**src/cmb_pkg.sv**
```systemverilog
`default_nettype none

package cmb_pkg;

  // Largest surface or framebuffer dimension that enables writes
  localparam int MAX_DIM = 1024;
  // Column and row counter width
  localparam int CNT_W   = $clog2(MAX_DIM);
  // Width of the configuration dimension and corner registers
  localparam int DIM_W   = 11;
  // Compare and sum width covering both counters and dimensions
  localparam int CMP_W   = ((CNT_W > DIM_W) ? CNT_W : DIM_W) + 1;
  localparam int PIX_W   = 8;
  localparam int ADDR_W  = 20;
  localparam int PROD_W  = 2 * DIM_W;
  localparam int IDX_W   = 3;

  // Entries in the queue between front and back
  localparam int QDEPTH  = 4;
  localparam int QPTR_W  = $clog2(QDEPTH);
  localparam int QCNT_W  = QPTR_W + 1;

  typedef enum logic [IDX_W-1:0] {
    REG_SURFACE_WIDTH  = 3'd0,
    REG_SURFACE_HEIGHT = 3'd1,
    REG_FRAME_WIDTH    = 3'd2,
    REG_FRAME_HEIGHT   = 3'd3,
    REG_DEST_X         = 3'd4,
    REG_DEST_Y         = 3'd5,
    REG_MIRROR         = 3'd6
  } reg_index_t;

  typedef struct packed {
    logic [DIM_W-1:0] surface_width;
    logic [DIM_W-1:0] surface_height;
    logic [DIM_W-1:0] frame_width;
    logic [DIM_W-1:0] frame_height;
    logic [DIM_W-1:0] dest_x;
    logic [DIM_W-1:0] dest_y;
    logic             mirror;
  } cfg_t;

  // One classified write travelling from front to back
  typedef struct packed {
    logic [DIM_W-1:0] ysum;
    logic [DIM_W-1:0] xsum;
    logic [PIX_W-1:0] pixel;
    logic             last;
  } entry_t;

  typedef struct packed {
    logic             fit;
    logic [DIM_W-1:0] pos;
  } corner_t;

  function automatic logic dim_ok(input logic [DIM_W-1:0] v);
    return (v != '0) && (CMP_W'(v) <= CMP_W'(MAX_DIM));
  endfunction

  function automatic logic [DIM_W-1:0] dim_sat(input logic [DIM_W-1:0] v);
    logic [DIM_W-1:0] r;
    r = v;
    if (v == '0) begin
      r = DIM_W'(1);
    end else if (CMP_W'(v) > CMP_W'(MAX_DIM)) begin
      r = DIM_W'(MAX_DIM);
    end
    return r;
  endfunction

  // Clamp a two's complement corner so that size fits within extent
  function automatic corner_t clamp_corner(input logic [DIM_W-1:0] raw,
                                           input logic [DIM_W-1:0] size,
                                           input logic [DIM_W-1:0] extent);
    corner_t          c;
    logic [DIM_W-1:0] p;
    logic [CMP_W-1:0] reach;
    p     = raw[DIM_W-1] ? '0 : {1'b0, raw[DIM_W-2:0]};
    reach = CMP_W'(p) + CMP_W'(size);
    c.fit = (size <= extent);
    c.pos = (reach > CMP_W'(extent)) ? DIM_W'(extent - size) : p;
    return c;
  endfunction

endpackage

`default_nettype wire

```
**src/clipped_mirrored_blit.sv**
```systemverilog
`default_nettype none

// Clipped rectangle blit with horizontal mirror.
//
// Input channel (in_valid / in_ready / src_pixel): one beat per source pixel,
// row-major. Output channel (out_valid / out_ready): one framebuffer write
// per drawable pixel, carrying write_address = row * frame_width + column,
// out_pixel and final_write (set on the last surface pixel). Pixels whose
// blit cannot be drawn (surface larger than the frame, or a dimension
// register of 0 or above MAX_DIM) are consumed with no write.
// Configuration: pulse cfg_we with cfg_index / cfg_data; write only while
// no pixel is in flight.
// Throughput: one pixel per clock while out_ready is high. A pixel passes
// front classify, queue, multiply stage and output register in that order;
// the multiply of row by frame_width has a stage of its own.
// A four-beat queue parts the classifier from the address pipeline; when
// out_ready stays low the pipeline holds and the queue fills, then
// in_ready drops. Nothing is lost or repeated.
// Reset: registers return to a 48x48 surface at the top-left corner of a
// 320x200 frame, no mirror, counters at the first pixel, all channels empty.
// Counters wrap after the last pixel, ready for the next blit.

module clipped_mirrored_blit
  import cmb_pkg::*;
(
  input  wire logic              clk,
  input  wire logic              rst,
  input  wire logic              cfg_we,
  input  wire logic [IDX_W-1:0]  cfg_index,
  input  wire logic [DIM_W-1:0]  cfg_data,
  input  wire logic              in_valid,
  output logic                   in_ready,
  input  wire logic [PIX_W-1:0]  src_pixel,
  output logic                   out_valid,
  input  wire logic              out_ready,
  output logic [ADDR_W-1:0]      write_address,
  output logic [PIX_W-1:0]       out_pixel,
  output logic                   final_write
);

  cfg_t   cfg;
  logic   q_full;
  logic   q_nonempty;
  logic   push;
  logic   pop;
  entry_t push_entry;
  entry_t q_head;

  // Configuration registers; indexes beyond the list are dropped
  always_ff @(posedge clk) begin
    if (rst) begin
      cfg.surface_width  <= DIM_W'(48);
      cfg.surface_height <= DIM_W'(48);
      cfg.frame_width    <= DIM_W'(320);
      cfg.frame_height   <= DIM_W'(200);
      cfg.dest_x         <= '0;
      cfg.dest_y         <= '0;
      cfg.mirror         <= 1'b0;
    end else if (cfg_we) begin
      case (cfg_index)
        REG_SURFACE_WIDTH:  cfg.surface_width  <= cfg_data;
        REG_SURFACE_HEIGHT: cfg.surface_height <= cfg_data;
        REG_FRAME_WIDTH:    cfg.frame_width    <= cfg_data;
        REG_FRAME_HEIGHT:   cfg.frame_height   <= cfg_data;
        REG_DEST_X:         cfg.dest_x         <= cfg_data;
        REG_DEST_Y:         cfg.dest_y         <= cfg_data;
        REG_MIRROR:         cfg.mirror         <= cfg_data[0];
        default: begin
        end
      endcase
    end
  end

  // Front: accept, track position, clip and mirror
  cmb_front u_front (
    .clk        (clk),
    .rst        (rst),
    .cfg        (cfg),
    .in_valid   (in_valid),
    .in_ready   (in_ready),
    .src_pixel  (src_pixel),
    .q_full     (q_full),
    .push       (push),
    .push_entry (push_entry)
  );

  // Queue: decouple front stalls from back stalls
  cmb_queue u_queue (
    .clk        (clk),
    .rst        (rst),
    .push       (push),
    .push_entry (push_entry),
    .full       (q_full),
    .pop        (pop),
    .nonempty   (q_nonempty),
    .head       (q_head)
  );

  // Back: form the linear address and drive the write beat
  cmb_back u_back (
    .clk           (clk),
    .rst           (rst),
    .frame_width   (cfg.frame_width),
    .q_nonempty    (q_nonempty),
    .q_head        (q_head),
    .pop           (pop),
    .out_valid     (out_valid),
    .out_ready     (out_ready),
    .write_address (write_address),
    .out_pixel     (out_pixel),
    .final_write   (final_write)
  );

endmodule

`default_nettype wire

```
**src/cmb_front.sv**
```systemverilog
`default_nettype none

module cmb_front
  import cmb_pkg::*;
(
  input  wire logic             clk,
  input  wire logic             rst,
  input  wire cfg_t             cfg,
  input  wire logic             in_valid,
  output logic                  in_ready,
  input  wire logic [PIX_W-1:0] src_pixel,
  input  wire logic             q_full,
  output logic                  push,
  output entry_t                push_entry
);

  logic [CNT_W-1:0] column_count;
  logic [CNT_W-1:0] row_count;
  logic [CNT_W-1:0] column_count_next;
  logic [CNT_W-1:0] row_count_next;

  logic [DIM_W-1:0] w;
  logic [DIM_W-1:0] h;
  logic             enabled;
  corner_t          cx;
  corner_t          cy;
  logic             in_range;
  logic             emit;
  logic [CNT_W-1:0] dcol;
  logic [CMP_W-1:0] col_inc;
  logic [CMP_W-1:0] row_inc;
  logic             accept;

  assign in_ready = !q_full;
  assign accept   = in_valid && in_ready;

  always_comb begin
    w       = dim_sat(cfg.surface_width);
    h       = dim_sat(cfg.surface_height);
    enabled = dim_ok(cfg.surface_width) && dim_ok(cfg.surface_height) &&
              dim_ok(cfg.frame_width) && dim_ok(cfg.frame_height);
    cx      = clamp_corner(cfg.dest_x, cfg.surface_width, cfg.frame_width);
    cy      = clamp_corner(cfg.dest_y, cfg.surface_height, cfg.frame_height);
    in_range = (CMP_W'(column_count) < CMP_W'(w)) && (CMP_W'(row_count) < CMP_W'(h));
    emit    = enabled && in_range && cx.fit && cy.fit;
    dcol    = cfg.mirror ? CNT_W'(CMP_W'(w) - CMP_W'(1) - CMP_W'(column_count))
                         : column_count;

    push_entry.xsum  = DIM_W'(CMP_W'(cx.pos) + CMP_W'(dcol));
    push_entry.ysum  = DIM_W'(CMP_W'(cy.pos) + CMP_W'(row_count));
    push_entry.pixel = src_pixel;
    push_entry.last  = (CMP_W'(column_count) == CMP_W'(w) - CMP_W'(1)) &&
                       (CMP_W'(row_count) == CMP_W'(h) - CMP_W'(1));
    push = accept && emit;

    // Wrap the column at the row end, the row at the surface end
    col_inc = CMP_W'(column_count) + CMP_W'(1);
    row_inc = CMP_W'(row_count) + CMP_W'(1);
    column_count_next = column_count;
    row_count_next    = row_count;
    if (col_inc >= CMP_W'(w)) begin
      column_count_next = '0;
      row_count_next    = (row_inc >= CMP_W'(h)) ? '0 : CNT_W'(row_inc);
    end else begin
      column_count_next = CNT_W'(col_inc);
    end
  end

  always_ff @(posedge clk) begin
    if (rst) begin
      column_count <= '0;
      row_count    <= '0;
    end else if (accept) begin
      column_count <= column_count_next;
      row_count    <= row_count_next;
    end
  end

  a_push_needs_accept: assert property (@(posedge clk) disable iff (rst)
    push |-> (in_valid && !q_full))
    else $error("front pushed without an accepted beat");

endmodule

`default_nettype wire

```
**src/cmb_queue.sv**
```systemverilog
`default_nettype none

module cmb_queue
  import cmb_pkg::*;
(
  input  wire logic   clk,
  input  wire logic   rst,
  input  wire logic   push,
  input  wire entry_t push_entry,
  output logic        full,
  input  wire logic   pop,
  output logic        nonempty,
  output entry_t      head
);

  entry_t             store [QDEPTH];
  logic [QPTR_W-1:0]  wr_ptr;
  logic [QPTR_W-1:0]  rd_ptr;
  logic [QCNT_W-1:0]  count;
  logic [QCNT_W-1:0]  count_next;

  assign full     = (count == QCNT_W'(QDEPTH));
  assign nonempty = (count != '0);
  assign head     = store[rd_ptr];

  always_comb begin
    count_next = count;
    if (push && !pop) begin
      count_next = count + QCNT_W'(1);
    end else if (pop && !push) begin
      count_next = count - QCNT_W'(1);
    end
  end

  always_ff @(posedge clk) begin
    if (push) begin
      store[wr_ptr] <= push_entry;
    end
  end

  always_ff @(posedge clk) begin
    if (rst) begin
      wr_ptr <= '0;
      rd_ptr <= '0;
      count  <= '0;
    end else begin
      if (push) begin
        wr_ptr <= (wr_ptr == QPTR_W'(QDEPTH - 1)) ? '0 : wr_ptr + QPTR_W'(1);
      end
      if (pop) begin
        rd_ptr <= (rd_ptr == QPTR_W'(QDEPTH - 1)) ? '0 : rd_ptr + QPTR_W'(1);
      end
      count <= count_next;
    end
  end

  a_no_overflow: assert property (@(posedge clk) disable iff (rst)
    push |-> (!full || pop))
    else $error("queue written while full");

  a_no_underflow: assert property (@(posedge clk) disable iff (rst)
    pop |-> nonempty)
    else $error("queue read while empty");

endmodule

`default_nettype wire

```
**src/cmb_back.sv**
```systemverilog
`default_nettype none

module cmb_back
  import cmb_pkg::*;
(
  input  wire logic              clk,
  input  wire logic              rst,
  input  wire logic [DIM_W-1:0]  frame_width,
  input  wire logic              q_nonempty,
  input  wire entry_t            q_head,
  output logic                   pop,
  output logic                   out_valid,
  input  wire logic              out_ready,
  output logic [ADDR_W-1:0]      write_address,
  output logic [PIX_W-1:0]       out_pixel,
  output logic                   final_write
);

  // Multiply stage
  logic              m_valid;
  logic [PROD_W-1:0] m_prod;
  logic [DIM_W-1:0]  m_xsum;
  logic [PIX_W-1:0]  m_pixel;
  logic              m_last;

  logic              o_load;
  logic              m_ready;
  logic [PROD_W:0]   addr_sum;

  assign o_load   = m_valid && (!out_valid || out_ready);
  assign m_ready  = !m_valid || o_load;
  assign pop      = q_nonempty && m_ready;
  assign addr_sum = (PROD_W + 1)'(m_prod) + (PROD_W + 1)'(m_xsum);

  always_ff @(posedge clk) begin
    if (rst) begin
      m_valid <= 1'b0;
    end else if (m_ready) begin
      m_valid <= q_nonempty;
    end
  end

  always_ff @(posedge clk) begin
    if (pop) begin
      m_prod  <= PROD_W'(q_head.ysum) * PROD_W'(frame_width);
      m_xsum  <= q_head.xsum;
      m_pixel <= q_head.pixel;
      m_last  <= q_head.last;
    end
  end

  always_ff @(posedge clk) begin
    if (rst) begin
      out_valid <= 1'b0;
    end else if (o_load) begin
      out_valid <= 1'b1;
    end else if (out_ready) begin
      out_valid <= 1'b0;
    end
  end

  always_ff @(posedge clk) begin
    if (o_load) begin
      write_address <= addr_sum[ADDR_W-1:0];
      out_pixel     <= m_pixel;
      final_write   <= m_last;
    end
  end

  a_mult_holds: assert property (@(posedge clk) disable iff (rst)
    (m_valid && !o_load) |=> (m_valid && $stable(m_prod) && $stable(m_xsum)))
    else $error("multiply stage lost its beat while stalled");

endmodule

`default_nettype wire

```
**config.mk**
```make
export PLATFORM = sky130hd
export DESIGN_NAME = clipped_mirrored_blit
export DESIGN_NICKNAME = d
export VERILOG_FILES = /design/src/cmb_pkg.sv /design/src/clipped_mirrored_blit.sv /design/src/cmb_front.sv /design/src/cmb_queue.sv /design/src/cmb_back.sv
export SDC_FILE = /design/constraint.sdc
export NUM_CORES = 1
export LEC_CHECK = 0
export ABC_AREA = 1
export BUFFER_PORTS_ARGS = -buffer_cell sky130_fd_sc_hd__buf_2
export CORE_MARGIN = 2
export CORE_UTILIZATION = 30
export DETAILED_ROUTE_END_ITERATION = 7
export GPL_ROUTABILITY_DRIVEN = 0
export RECOVER_POWER = 50
export SYNTH_ARGS = -nofsm -noshare
export SYNTH_HDL_FRONTEND = slang
export SYNTH_SLANG_ARGS = --single-unit
```
**constraint.sdc**
```tcl
create_clock -name clk -period 11.7 [get_ports clk]
set_clock_uncertainty 0.05 [all_clocks]
set_input_delay 1.17 -clock clk [delete_from_list [all_inputs] [get_ports clk]]
set_output_delay 1.17 -clock clk [all_outputs]
set_load 0.03 [all_outputs]
```
==> tab_implementation.tex <==
\begin{tabular}{lr}
\hline
Metric & Value \\
\hline
\multicolumn{2}{l}{\textbf{Timing}} \\
Setup TNS & 0 ns \\
Final critical-path share of the clock period & 0.604 \\
Period minus WS final & about 7 ns \\
Hold WS & 0.366 ns \\
Maximum clock frequency & 0.141 GHz \\
Unrepaired setup endpoints after global routing & no \\
Worst slew margin & -0.943 \\
Setup Viol. Count Final & 0 \\
Final Max Tran Viols & roughly 200 \\
Transition time at the pin with the least slew margin & slightly below 3 ns \\
Hold Fails Final Rpt & 0 \\
\multicolumn{2}{l}{\textbf{Setup path}} \\
Peak fanout along the critical path & 63 \\
Critical setup path kind & reg2reg \\
Cell seen most often among critical-path stages & sky130\_fd\_sc\_hd\_\_nand2\_1 \\
Highest cell delay on the worst timing path & between 1 and 1.5 ns \\
Worst setup SP type & flip-flop \\
Capturing element type of the critical path & flip-flop \\
Required time of the critical path & $\sim$12 ns \\
Arr. time, crit path & roughly 7.3 ns \\
CP max-delay cell & sky130\_fd\_sc\_hd\_\_inv\_1 \\
Sequence of cells on the critical path & buf\_4 > inv\_1 > nand2\_1 > nand3\_1 > nand2\_1 > inv\_1 > nand2\_1 > fa\_1 > inv\_1 > fa\_1 > inv\_1 > fa\_1 > fa\_1 > fa\_1 > inv\_1 > ha\_1 > a21oi\_1 > a21boi\_0 > o21ai\_1 > nand3\_1 > nand2\_1 > nand2\_1 > nand2\_1 \\
\multicolumn{2}{l}{\textbf{Logic synthesis}} \\
Commonest register cell after synthesis & sky130\_fd\_sc\_hd\_\_edfxtp\_1 \\
Number of register bits inferred by synthesis & 291 \\
Multiplexer share of the synthesized area & 0 \\
Number of flops mapped to enable cells by yosys & 193 \\
Simple-gate share of the synthesized area & 0.181 \\
Main combinational cell family by area after synthesis & adder cells \\
Cell area after synthesis & 0.0208 sq mm \\
Mean cell area of the mapped netlist & 8.50 sq um \\
Async S/R FF share, synth & 0 \\
Yosys synthesis warning count & 0 \\
Post-synthesis share of cell area spent on xor and xnor gates & 0.0487 \\
Post-synthesis cell count & 2453 \\
Compound-Gate Fraction of Synth Area & 0.114 \\
Area share of fa/ha/maj cells after synthesis & 0.206 \\
Nets in the synthesized netlist & about 2800 \\
Share of the yosys chip area belonging to registers & 0.372 \\
Number of library cell types mapped by synthesis & 56 \\
\multicolumn{2}{l}{\textbf{Die}} \\
Die Height & between 200 and 300 um \\
Std cell rows & 96 \\
Area of the die & 0.0716 sq mm \\
Starting Density & 0.303 \\
Placeable Area & 0.0687 sq mm \\
Number of ports placed on the die boundary & 58 \\
Die boundary width & 268 um \\
\multicolumn{2}{l}{\textbf{Drt}} \\
Final wirelength & around 53000 um \\
Routed WL per cell & between 15 and 20 um \\
Drc violations & 0 \\
Violation count after the first detailed-route iteration & 1072 \\
Total via count after detailed routing & 16300 \\
First-pass detailed-route iteration total & 5 \\
Number of antenna-violating nets in the routed design & 0 \\
Via density per instance & between 4 and 5 \\
\multicolumn{2}{l}{\textbf{Clocking}} \\
CTS sink count & just under 300 \\
Number of buffers created by CTS & 35 \\
CTS HTree Levels & 2 \\
Quantity of gates resized following cts & 0 \\
Number of buffers inserted by post-CTS setup repair & 0 \\
Clock latency reported for the late side of the worst-skew pair & 0.56 ns \\
Post-CTS Hold Fix Bufs & 0 \\
Clock-pin slew of the registers on the worst-case setup and hold paths & 0.06 ns \\
Clock Tree Root & sky130\_fd\_sc\_hd\_\_clkbuf\_16 \\
Maximum buffer depth of the clock tree & 3 \\
CTS tree & done \\
\multicolumn{2}{l}{\textbf{Job}} \\
Total of max-cap violations & 4 \\
\multicolumn{2}{l}{\textbf{Final layout}} \\
Commonest non-fill, non-tap cell in the layout & sky130\_fd\_sc\_hd\_\_nand2\_1 \\
Relative area change from synthesis to final layout & 11.1\% \\
Design Area, Final & about 0.023 sq mm \\
NumNets Final & 2812 \\
Total inserted antenna cells & 0 \\
Commonest cells after routing, fill and taps aside & sky130\_fd\_sc\_hd\_\_nand2\_1, sky130\_fd\_sc\_hd\_\_inv\_1, sky130\_fd\_sc\_hd\_\_nor2\_1 \\
Layout cells sized above 1 & 0.0424 \\
\multicolumn{2}{l}{\textbf{Power}} \\
Total Power Consumption & 5.10 mW \\
Static leakage power & 10.4 nW \\
Worst voltage drop across the vdd grid & 0.197 mV \\
Power density of the placed cells & 220 mW/mm\^{}2 \\
\multicolumn{2}{l}{\textbf{Run status}} \\
Failing checks & capacitance limit, slew limit \\
Result of the run & complete, but fails checks \\
\multicolumn{2}{l}{\textbf{Global routing}} \\
Number of antenna violations at the first check in global routing & 0 \\
Aggregate global routing overflow & 0 \\
Pin count of the biggest net entering global routing & 64 \\
Wire length of the first global-routing pass & about 84000 um \\
Total routing resource utilization after global routing & 0.149 \\
Via count of the first global-routing pass & 15600 \\
\multicolumn{2}{l}{\textbf{Placed design}} \\
Number of buffer cells added on primary ports & 57 \\
Placed cell area & 0.0221 sq mm \\
Post-DP HPWL & between 40000 and 50000 um \\
\multicolumn{2}{l}{\textbf{Worst hold path}} \\
Tightest Hold Check Type & reg2reg \\
\hline
\end{tabular}
## per-stage QoR
| step | cells | util | setup slack, ns |
|---|---|---|---|
| floorplan | 2453 | - | 6.28 |
| global placement | 3389 | 0.321 | 5.28 |
| detailed placement | 3389 | 0.321 | 5.16 |
| CTS | 3452 | 0.338 | 5.14 |
| global route | 3452 | 0.337 | 3.98 |
| finish | 3452 | 0.337 | 4.63 |
## registers in the layout, summed over array words and instances (netlist names), named ones only
| register | flops |
|---|---|
| cfg | 67 |
| u_queue.wr_ptr | 2 |
| u_back.m_last | 1 |
| u_back.m_pixel | 8 |
| u_front.row_count | 10 |
| u_back.final_write | 1 |
| u_back.out_pixel | 8 |
| u_queue.count | 3 |
| u_back.m_prod | 20 |
| u_back.m_valid | 1 |
| u_back.out_valid | 1 |
| u_queue.store | 124 |
| u_front.column_count | 10 |
| u_back.write_address | 20 |
| u_back.m_xsum | 11 |
| u_queue.rd_ptr | 2 |
## routing by layer
metal / vias to the layer above / part of all wire / global-route usage
met1: 7610 / 0.47 / 0.203
met4: 0 / 0.025 / 0.0445
met5: - / 0 / 0
met3: 73 / 0.053 / 0.0205
li1: 8205 / - / -
met2: 363 / 0.46 / 0.245
## Yosys cell counts (all sizes together), types with 15 or more instances
cell type | n | share of area
nand2 | 447 | 0.081
inv | 352 | 0.063
nor2 | 299 | 0.056
ha | 202 | 0.12
edfxtp | 193 | 0.28
o21ai | 181 | 0.045
a21oi | 169 | 0.041
nand3 | 104 | 0.025
dfxtp | 98 | 0.094
fa | 88 | 0.085
xor2 | 86 | 0.036
clkbuf | 35 | 0.0068
xnor2 | 30 | 0.013
nand4 | 25 | 0.0082
o22ai | 22 | 0.0066
buf | 21 | 0.0072
nor3 | 15 | 0.0041
## final cells by class
cell class                 instances  area (sq um)
tap                              931          1160
clock inverter                    19           240
fill                            7233         45500
timing repair buffer              61           256
inverter                         355          1330
clock buffer                      44           920
multi-input combinational       1751         11500
sequential                       291          7760
## path summary, 6_finish.rpt
| check | from | endpoint | slack, ns | cells after the start |
|---|---|---|---|---|
| worst min-delay path | u_back.m_pixel[5] | u_back.out_pixel[5] | 0.37 | 0 |
| worst max-delay path | flip-flop | u_back.m_prod[16] | 4.63 | 23 |
| worst min register to register | u_back.m_pixel[5] | u_back.out_pixel[5] | 0.37 | 0 |
| worst max register to register | flip-flop | u_back.m_prod[16] | 4.63 | 23 |
## logic make-up (layout without fill, tap and decap cells)
kind of cell | after synthesis | after routing
AO/OA/AOI/OAI | 434 | 434
XOR/XNOR | 116 | 116
adder cells (fa/ha/maj) | 290 | 290
buffers and inverters | 411 | 479
flip-flops | 291 | 291
AND/OR/NAND/NOR | 911 | 911
## critical path, delay by kind of cell, from the launching register on
kind / cells / cell delay, ns
AND/OR/NAND/NOR: 8 / 0.81
AO/OA/AOI/OAI: 3 / 0.65
buffers and inverters: 6 / 1.95
adder cells (fa/ha/maj): 6 / 3.04
flip-flops: 1 / 0.30
## power by group
part / internal [mW] / switching, mW
clock network: 0.653 / 0.447
registers: 1.44 / 0.0771
logic: 0.874 / 1.61
No activity file was read; power rests on OpenSTA's default activity.
